### src/sv/tsol_pkg.sv
// ---------------------------------------------------------------------------
// tsol_pkg
// shared types and constants of the three-axis second-order low-pass core
// ---------------------------------------------------------------------------
`default_nettype none

package tsol_pkg;

  // sizes of the data path
  localparam int SAMPLE_WIDTH = 16;
  localparam int AXES         = 3;
  localparam int MAX_AXES     = 3;
  localparam int HIST_FRAC    = 8;
  localparam int COEF_W       = 17;
  localparam int COEF_FRAC    = 16;
  localparam int CFG_IDX_W    = 8;

  // coefficient reset values, 16 fraction bits
  localparam logic [COEF_W-1:0] INPUT_GAIN_RST      = COEF_W'(65536);
  localparam logic [COEF_W-1:0] FIRST_FEEDBACK_RST  = '0;
  localparam logic [COEF_W-1:0] SECOND_FEEDBACK_RST = '0;

  // register indexes of the configuration channel
  typedef enum logic [CFG_IDX_W-1:0] {
    REG_INPUT_GAIN      = CFG_IDX_W'(0),
    REG_FIRST_FEEDBACK  = CFG_IDX_W'(1),
    REG_SECOND_FEEDBACK = CFG_IDX_W'(2)
  } cfg_reg_t;

  // filter coefficients as held in the register bank
  typedef struct packed {
    logic [COEF_W-1:0] b0;
    logic [COEF_W-1:0] a1;
    logic [COEF_W-1:0] a2;
  } coef_t;

  // control from the top level to every lane
  typedef struct packed {
    logic              load;
    logic              advance;
    logic              a2_wr;
    logic [COEF_W-1:0] a2_new;
  } lane_ctl_t;

endpackage

`default_nettype wire

### src/sv/tsol_filtered_if.sv
// ---------------------------------------------------------------------------
// tsol_filtered_if
// valid/ready channel carrying one three-axis filtered result per beat
// ---------------------------------------------------------------------------
`default_nettype none

interface tsol_filtered_if #(
  parameter int W = tsol_pkg::SAMPLE_WIDTH
) ();
  logic                valid;
  logic                ready;
  logic signed [W-1:0] filtered_x;
  logic signed [W-1:0] filtered_y;
  logic signed [W-1:0] filtered_z;

  modport source (output valid, output filtered_x, output filtered_y, output filtered_z,
                  input ready);
  modport sink   (input valid, input filtered_x, input filtered_y, input filtered_z,
                  output ready);
endinterface

`default_nettype wire

### src/sv/tsol_merge.sv
// ---------------------------------------------------------------------------
// tsol_merge
// gathers the lane results into one output beat and holds it under stall
// ---------------------------------------------------------------------------
`default_nettype none

module tsol_merge #(
  parameter int SW   = tsol_pkg::SAMPLE_WIDTH,
  parameter int AXES = tsol_pkg::AXES
) (
  input  wire logic                                 clk,
  input  wire logic                                 rst,
  input  wire logic                                 advance,
  input  wire logic [tsol_pkg::MAX_AXES-1:0][SW-1:0] lane_result,
  tsol_filtered_if.source                           filtered,
  output logic                                      busy
);
  import tsol_pkg::*;

  logic                           out_valid;
  logic [MAX_AXES-1:0][SW-1:0]    out_data;

  // output valid: set on a new beat, cleared when taken
  always_ff @(posedge clk) begin
    if (rst) begin
      out_valid <= 1'b0;
    end else if (advance) begin
      out_valid <= 1'b1;
    end else if (filtered.ready) begin
      out_valid <= 1'b0;
    end
  end

  // output payload, one slot per lane, unused slots read as zero
  for (genvar a = 0; a < MAX_AXES; a++) begin : g_slot
    if (a < AXES) begin : g_used
      always_ff @(posedge clk) begin
        if (advance) begin
          out_data[a] <= lane_result[a];
        end
      end
    end else begin : g_unused
      assign out_data[a] = '0;
    end
  end

  assign filtered.valid      = out_valid;
  assign filtered.filtered_x = out_data[0];
  assign filtered.filtered_y = out_data[1];
  assign filtered.filtered_z = out_data[2];
  assign busy                = out_valid;

endmodule

`default_nettype wire

### src/flat_wrapper.sv
// flat-port wrapper written by rule: the top's interface ports become plain ports
module tsol_merge_flat import tsol_pkg::*;
#(
  parameter int SW   = tsol_pkg::SAMPLE_WIDTH,
  parameter int AXES = tsol_pkg::AXES
)
  (clk, rst, advance, lane_result, busy, filtered_valid, filtered_filtered_x, filtered_filtered_y, filtered_filtered_z, filtered_ready);
  tsol_filtered_if filtered_i ();
  input  wire logic clk;
  input  wire logic rst;
  input  wire logic advance;
  input  wire logic [tsol_pkg::MAX_AXES-1:0][SW-1:0] lane_result;
  output logic busy;
  output wire logic [$bits(filtered_i.valid)-1:0] filtered_valid;
  output wire logic [$bits(filtered_i.filtered_x)-1:0] filtered_filtered_x;
  output wire logic [$bits(filtered_i.filtered_y)-1:0] filtered_filtered_y;
  output wire logic [$bits(filtered_i.filtered_z)-1:0] filtered_filtered_z;
  input wire logic [$bits(filtered_i.ready)-1:0] filtered_ready;
  assign filtered_valid = filtered_i.valid;
  assign filtered_filtered_x = filtered_i.filtered_x;
  assign filtered_filtered_y = filtered_i.filtered_y;
  assign filtered_filtered_z = filtered_i.filtered_z;
  assign filtered_i.ready = filtered_ready;
  tsol_merge #(.SW(SW), .AXES(AXES)) u_core (.clk(clk), .rst(rst), .advance(advance), .lane_result(lane_result), .filtered(filtered_i), .busy(busy));
endmodule
### config.mk
export PLATFORM = sky130hd
export DESIGN_NAME = tsol_merge_flat
export DESIGN_NICKNAME = d
export VERILOG_FILES = /design/src/sv/tsol_pkg.sv /design/src/sv/tsol_filtered_if.sv /design/src/sv/tsol_merge.sv /design/src/flat_wrapper.sv
export SDC_FILE = /design/constraint.sdc
export NUM_CORES = 1
export LEC_CHECK = 0
export BUFFER_PORTS_ARGS = -buffer_cell sky130_fd_sc_hd__buf_4
export CAP_MARGIN = 10
export CORE_MARGIN = 4
export CORE_UTILIZATION = 40
export CTS_BUF_LIST = sky130_fd_sc_hd__clkbuf_2
export DETAILED_ROUTE_END_ITERATION = 6
export PLACE_DENSITY = 0.76
export SYNTH_ARGS = -nofsm -noshare
export SYNTH_HDL_FRONTEND = slang
export SYNTH_SLANG_ARGS = --single-unit
### constraint.sdc
create_clock -name clk -period 0.8 [get_ports clk]
set_input_delay 0.2 -clock clk [delete_from_list [all_inputs] [get_ports clk]]
set_output_delay 0.2 -clock clk [all_outputs]
set_load 0.01 [all_outputs]
# --- Word level (Yosys, flattened, before mapping) ---
# Index checks and enable logic that the tools add are counted.
# Widths: inputs -> output; s select.
word_totals:
  ff_bits: 49
  output_inout_bits: 50
  word_cells: 7
classes:
  n_mux: 2
  reduce_logical: 1
op_table:
  columns: ["operator", "count"]
  rows:
  - ["$mux 1", 2]
  - ["$reduce_bool 2->1", 1]

# --- Logic depth before layout (Yosys ltp) ---
# Gate-level depths: netlist of run 1.
logic_depth:
  ltp_word: 2
  ltp_mapped: 2
  depth_no_buf: 2

# --- Worst setup path before layout of run 1 ---
# OpenSTA, ideal clock, no wires.
synth_path:
  kind: "register -> output"
  from: "reg u_core.out_valid, in the netlist u_core.busy"
  to: "out filtered_valid"
  arrival_ns: 0.507
  t_required_ns: 0.600
  slack_ns: 0.093
  path_stages_with_launch: 2
  path_buffers: 1
  cell_sequence: "dfxtp_1 > buf_4"
synth_lines:
  columns: ["element", "line_no", "rtl"]
  rows:
  - ["start, declared", "tsol_merge.sv:20", "logic out_valid;"]
  - ["start signal, assigned", "tsol_merge.sv:26", "out_valid <= 1'b0;"]
  - ["start signal, assigned", "tsol_merge.sv:28", "out_valid <= 1'b1;"]
  - ["start signal, assigned", "tsol_merge.sv:30", "out_valid <= 1'b0;"]
  - ["end, declared", "flat_wrapper.sv:14", "output wire logic [$bits(filtered_i.valid)-1:0] filtered_valid;"]
# No word-level cell between the ends.

# --- Final worst setup path of run 1 ---
layout_path:
  from: "reg u_core.out_data (netlist bit u_core.filtered.filtered_z[14])"
  to: "out filtered_filtered_z[14]"
layout_lines:
  columns: ["element", "line_no", "rtl"]
  rows:
  - ["start, declared", "tsol_merge.sv:21", "logic [MAX_AXES-1:0][SW-1:0] out_data;"]
  - ["start signal, assigned by index", "tsol_merge.sv:39", "out_data[a] <= lane_result[a];"]
  - ["end, declared", "flat_wrapper.sv:17", "output wire logic [$bits(filtered_i.filtered_z)-1:0] filtered_filtered_z;"]
# No word-level cell between the ends.

==> results_dict.tcl, run 1 <==
set metrics [dict create \
    power_density_nw_per_um2 1663 \
    cap_violations 0 \
    clkLatencyLatePin_ns 0.38 \
    coreArea_um2 3468 \
    nets 264 \
    required_ns 0.60 \
    grt_pass1_vias 1350 \
    postPlaceCellArea_um2 2344 \
    post_cts_buffers 0 \
    dr.pass1.iters 6 \
    grt_max_degree 23 \
    drc 0 \
    gr-usage-met1_pct 23.14 \
    leakagePower_nw 1.286 \
    ant_nets 0 \
    hold_class "primary input to flip-flop" \
    avgSynthCellArea_um2 28.07 \
    violations "negative setup slack" \
    clk_pin_slew_ns 0.23 \
    place.gp.congestion 0.6665 \
    area_delta_synth_final_pct 105.4 \
    final_max_slew_viol_count 0 \
    tns_ns -17.73 \
    numCtsBuffers 5 \
    holdCritStartpoint "filtered_ready" \
    antenna_found_initial 0 \
    crit_type "flip-flop to primary output" \
    ys_ff_latch 49 \
    critPathCaptureType "primary output" \
    post_drt_wl_per_cell_um 17.97 \
    finalCritPeriodShare_pct 151.6 \
    routed_wl_um 4653 \
    die_w_um 68.99 \
    port-buffer-count 101 \
    synth.net_count 105 \
    cts_sinks 49 \
    syn-cell-area_um2 1488 \
    drtIter0Drc 53 \
    fin_area_um2 3055 \
    grt_use_met2_pct 36.79 \
    rsz0062_at_grt "true" \
    ys_types 6 \
    path_delay_family "flip-flops" \
    max_stage_delay_ns 0.48 \
    busiest_layer "met2" \
    cts_tree "yes" \
    hold_viol 0 \
    via_per_inst 4.486 \
    diodes 0 \
    die-area_um2 4759 \
    grtUsageTotal_pct 21.20 \
    clockBufferDepth 2 \
    path_buf_inv 1 \
    crit_path_start "u_core.filtered.filtered_z[14]" \
    path_cells "buf_6" \
    via_count 1162 \
    drive_gt1_share_pct 53.05 \
    met3_usage_pct 10.53 \
    initial_core_util_pct 42.89 \
    fmax_mhz 824.8 \
    outcome "complete, but fails checks" \
    clock_skew_ns 0 \
    synthCells 53 \
    pin_count 102 \
    overflow 0 \
    arrival_ns 1.01 \
    fin_crit_ns 1.212 \
    fp.dieH_um 68.99 \
    worst_pin_slew_ns 0.2294 \
    slew-limit-headroom_pct 84.71 \
    setup_viol 50 \
    fin_ws_ns -0.4125 \
    rows 21 \
    r2r_start "u_core.busy" \
    cts_root_buf "clkbuf_2" \
    ir_worst_vdd_uv 1535 \
    crit_path_top_delay_cell "edfxtp_1" \
    grt_pass1_wl_um 6906 \
    ys_seq_area_share_pct 98.23 \
    ys.warnings.count 0 \
    h-tree-depth 2 \
    r2r_slack_ns 0.13 \
    cp-start-kind "flip-flop" \
    cp_max_fo 1 \
]
layout by cell type, fill, tap and decap left out:
master,Yosys,layout
dfxtp_4,0,1
buf_4,1,55
buf_6,0,47
buf_12,0,2
a21oi_2,1,1
inv_1,1,1
clkinvlp_4,0,1
edfxtp_1,48,48
clkinv_1,0,1
clkbuf_2,0,6
nand2b_1,1,1
dlygate4sd3_1,0,49
logic make-up after synthesis:
logic type | Yosys count | synth area share [%]
AO/OA/AOI/OAI | 1 | 0.5888
buffers and inverters | 2 | 0.7569
flip-flops | 49 | 98.23
AND/OR/NAND/NOR | 1 | 0.4208
sequential cells by signal, summed over array words and instances (netlist names):
name / cells
u_core.busy: 1
u_core.filtered.filtered_x: 16
u_core.filtered.filtered_z: 16
u_core.filtered.filtered_y: 16
worst reg2reg max path, delay by kind of cell, from the launching register on:
| kind | cells | cell delay, ns |
|---|---|---|
| compound gates | 1 | 0.14 |
| simple gates | 1 | 0.07 |
| flops | 1 | 0.42 |
layer usage:
layer,part of all wire (%),vias to the layer above
met2,52,74
met1,35,556
met3,12,8
met4,1.7,0
met5,0,-
li1,-,524
cells in the mapped netlist, drive strengths merged:
library cell | number | area (um^2)
edfxtp | 48 | 1441
a21oi | 1 | 8.760
buf | 1 | 7.510
dfxtp | 1 | 20.02
inv | 1 | 3.750
nand2b | 1 | 6.260
stage by stage:
| stage | instances | power [W] | util [%] | setup slack [ns] | hold WS, ns |
|---|---|---|---|---|---|
| after floorplan | 53 | 0.003275 | - | 0.09265 | 0.2624 |
| after global placement | 202 | 0.003831 | 67.57 | 0.0008470 | 0.3562 |
| after detailed placement | 202 | 0.003850 | 67.57 | -0.009774 | 0.3601 |
| after CTS | 259 | 0.005034 | 86.62 | -0.4362 | 0.03378 |
| after global routing | 259 | 0.005330 | 88.10 | -0.5107 | 0.007191 |
| final | 259 | 0.005081 | 88.10 | -0.4125 | 0.06078 |
final timing paths:
| kind | end | cells after the start |
|---|---|---|
| min | u_core.busy | 3 |
| max | filtered_filtered_z[14] | 1 |
| max reg2reg | u_core.busy | 2 |
| min reg2reg | u_core.busy | 2 |
where the power goes:
part | switching, W | total, W | leakage (nW) | internal, W
clock network | 0.000705 | 0.000924 | 0.0266 | 0.000219
registers | 0.000105 | 0.00315 | 0.479 | 0.00304
logic | 0.000336 | 0.00101 | 0.781 | 0.000674
cell type report:
type / instances / area [um^2]
Multi-Input combinational cell: 2 / 15.01
Sequential cell: 49 / 1465
Fill cell: 139 / 412.9
Tap cell: 46 / 57.56
Inverter: 1 / 3.754
Timing Repair Buffer: 153 / 1473
Clock inverter: 2 / 11.26
Clock buffer: 6 / 30.03
what timing repair did:
| action | 4_1_cts | 5_1_grt |
|---|---|---|
| hold buffers | 49 | 0 |
| endpoints found under the hold margin | 49 | 0 |
| setup endpoints to repair | 50 | 50 |
| resized for setup | 35 | 14 |
(Power assumes the default switching activity.)
==> run 2: changes to the inputs <==
--- a/config.mk
+++ b/config.mk
@@ -8,10 +8,10 @@
 export BUFFER_PORTS_ARGS = -buffer_cell sky130_fd_sc_hd__buf_4
 export CAP_MARGIN = 10
 export CORE_MARGIN = 4
-export CORE_UTILIZATION = 40
+export CORE_UTILIZATION = 30
 export CTS_BUF_LIST = sky130_fd_sc_hd__clkbuf_2
 export DETAILED_ROUTE_END_ITERATION = 6
-export PLACE_DENSITY = 0.76
+export PLACE_DENSITY_LB_ADDON = 0.25
 export SYNTH_ARGS = -nofsm -noshare
 export SYNTH_HDL_FRONTEND = slang
 export SYNTH_SLANG_ARGS = --single-unit
==> run 2 against run 1 <==
Against the previous run: the flow still finishes with violations (negative setup slack); die area up 29%; critical path depth is the same; total power is 1.5% lower; setup slack improved by 0.0026 ns; count of clock-buffer cells in the layout decreased by 1; wire length shrank 8.1%; first-iteration DRC count decreased by 40%; register-to-register slack better by 0.03 ns; sequential share of layout area fell by 0.32 points; design area increased by 0.49%; cell count grew 7.3%; clock power fell by 5.6%; critical endpoint is now filtered_filtered_x[0]; largest cell class unchanged.
==> results_dict.tcl, run 2 (synthesis gave the netlist of run 1 again) <==
set metrics [dict create \
    cp.depth 1 \
    drtIter0Drc 32 \
    ir_worst_vdd_uv 893.8 \
    die-area_um2 6150 \
    violations "negative setup slack" \
    outcome "complete, but fails checks" \
    max_stage_delay_ns 0.45 \
    ant_nets 0 \
    holdCritStartpoint "filtered_ready" \
    final_max_slew_viol_count 0 \
    h-tree-depth 2 \
    rsz0062_at_grt "true" \
    layout_commonest_cell "buf_4" \
    ff2ff_path_depth 2 \
    grt_pass1_vias 1142 \
    whs_ns 0.05652 \
    clockBufferDepth 2 \
    rows 25 \
    r2r_start "u_core.busy" \
    initial_core_util_pct 31.29 \
    required_ns 0.60 \
    setup_viol 50 \
    drc 0 \
    antenna_found_initial 0 \
    leakagePower_nw 1.283 \
    grt_max_degree 29 \
    nets 264 \
    clkLatencyLatePin_ns 0.38 \
    cts_sinks 49 \
    place_inst 222 \
    routed_wl_um 4274 \
    grtUsageTotal_pct 13.06 \
    port-buffer-count 101 \
    clock_skew_ns 0 \
    layout.cells.non_filler 278 \
    area_delta_synth_final_pct 106.4 \
    crit_path_top_delay_cell "edfxtp_1" \
    via_per_inst 4.032 \
    power_density_nw_per_um2 1630 \
    final_cell_mix "buf_4 (54), dlygate4sd3_1 (50), edfxtp_1 (48)" \
    fin_ws_ns -0.4099 \
    dp_slack_ns -0.02876 \
    cp-start-kind "flip-flop" \
    post_drt_wl_per_cell_um 15.37 \
    overflow 0 \
    diodes 0 \
    critPathCaptureType "primary output" \
    dr.pass1.iters 4 \
    coreArea_um2 4755 \
    crit_type "flip-flop to primary output" \
    arrival_ns 1.01 \
    finalCritPeriodShare_pct 151.2 \
    fmax_mhz 826.5 \
    slew-limit-headroom_pct 85.17 \
    holdPathStages 3 \
    grt_pass1_wl_um 5982 \
    cts_tree "yes" \
    detailed_place_hpwl_um 2642 \
    drive_gt1_share_pct 52.61 \
    path_delay_family "flip-flops" \
    via_count 1121 \
    pin_count 102 \
    hold_viol 0 \
    path_cells "buf_4" \
    cp_max_fo 1 \
    worst_pin_slew_ns 0.2225 \
    clk_pin_slew_ns 0.22 \
    crit_path_start "u_core.filtered.filtered_x[0]" \
    cts_root_buf "clkbuf_2" \
    fin_crit_ns 1.210 \
    hold_class "primary input to flip-flop" \
    place.gp.congestion 0.7160 \
    fp.dieH_um 78.42 \
    die_w_um 78.42 \
    path_buf_inv 1 \
    numCtsBuffers 5 \
    cap_violations 0 \
]
run 2: cell count changes in the layout (fill, tap and decap cells not counted):
cell / previous run / this run
buf_4: 55 / 54
clkbuf_2: 6 / 5
clkinv_1: 1 / 0
clkinv_2: 0 / 1
clkinvlp_4: 1 / 0
dfxtp_2: 0 / 1
dfxtp_4: 1 / 0
dlygate4sd3_1: 49 / 50
run 2: metrics by stage:
stage                     TNS, ns  power [W]  utilization (%)  area, um^2
after floorplan                 0   0.003275                -        1488
after global placement    -0.5367   0.003824            49.68        2362
after detailed placement  -0.7679   0.003843            49.68        2362
after CTS                  -19.71   0.005010            63.03        2997
after global routing       -22.83   0.005264            64.58        3070
final                      -17.82   0.005003            64.58        3070
run 2: path summary, 6_finish.rpt:
path | endpoint | slack, ns
worst max-delay path | filtered_filtered_x[0] | -0.41
worst min-delay path | u_core.busy | 0.06
worst max register to register | u_core.busy | 0.16
worst min register to register | u_core.busy | 0.52
run 2: final cells by class:
cell class	count	area (um^2)
fillers	346	1684
repair buffers	153	1475
flip-flops and latches	49	1463
well taps	67	83.83
clock buffers	5	25.02
multi-input cells	2	15.01
clock inverters	1	5.005
inverters	1	3.754
run 2: power by group:
part           internal [W]  total (W)  leakage, nW  switching [W]
Sequential          0.00304    0.00314        0.478      0.0000962
Combinational      0.000673   0.000992        0.780       0.000318
Clock              0.000179   0.000872       0.0247       0.000694
Total               0.00389    0.00500         1.28        0.00111
run 2: routing by layer:
layer	vias up	GRT usage, %	wire, um
met4	0	4.720	42
met1	537	14.07	1502
li1	522	-	-
met3	5	4.014	292
met2	57	23.97	2437
met5	-	0	0
run 2: timing repair:
action,4_1_cts,5_1_grt
gates resized for setup,31,17
hold buffers,49,1
endpoints found under the hold margin,49,1
buffers inserted,0,0
setup endpoints to repair,50,50
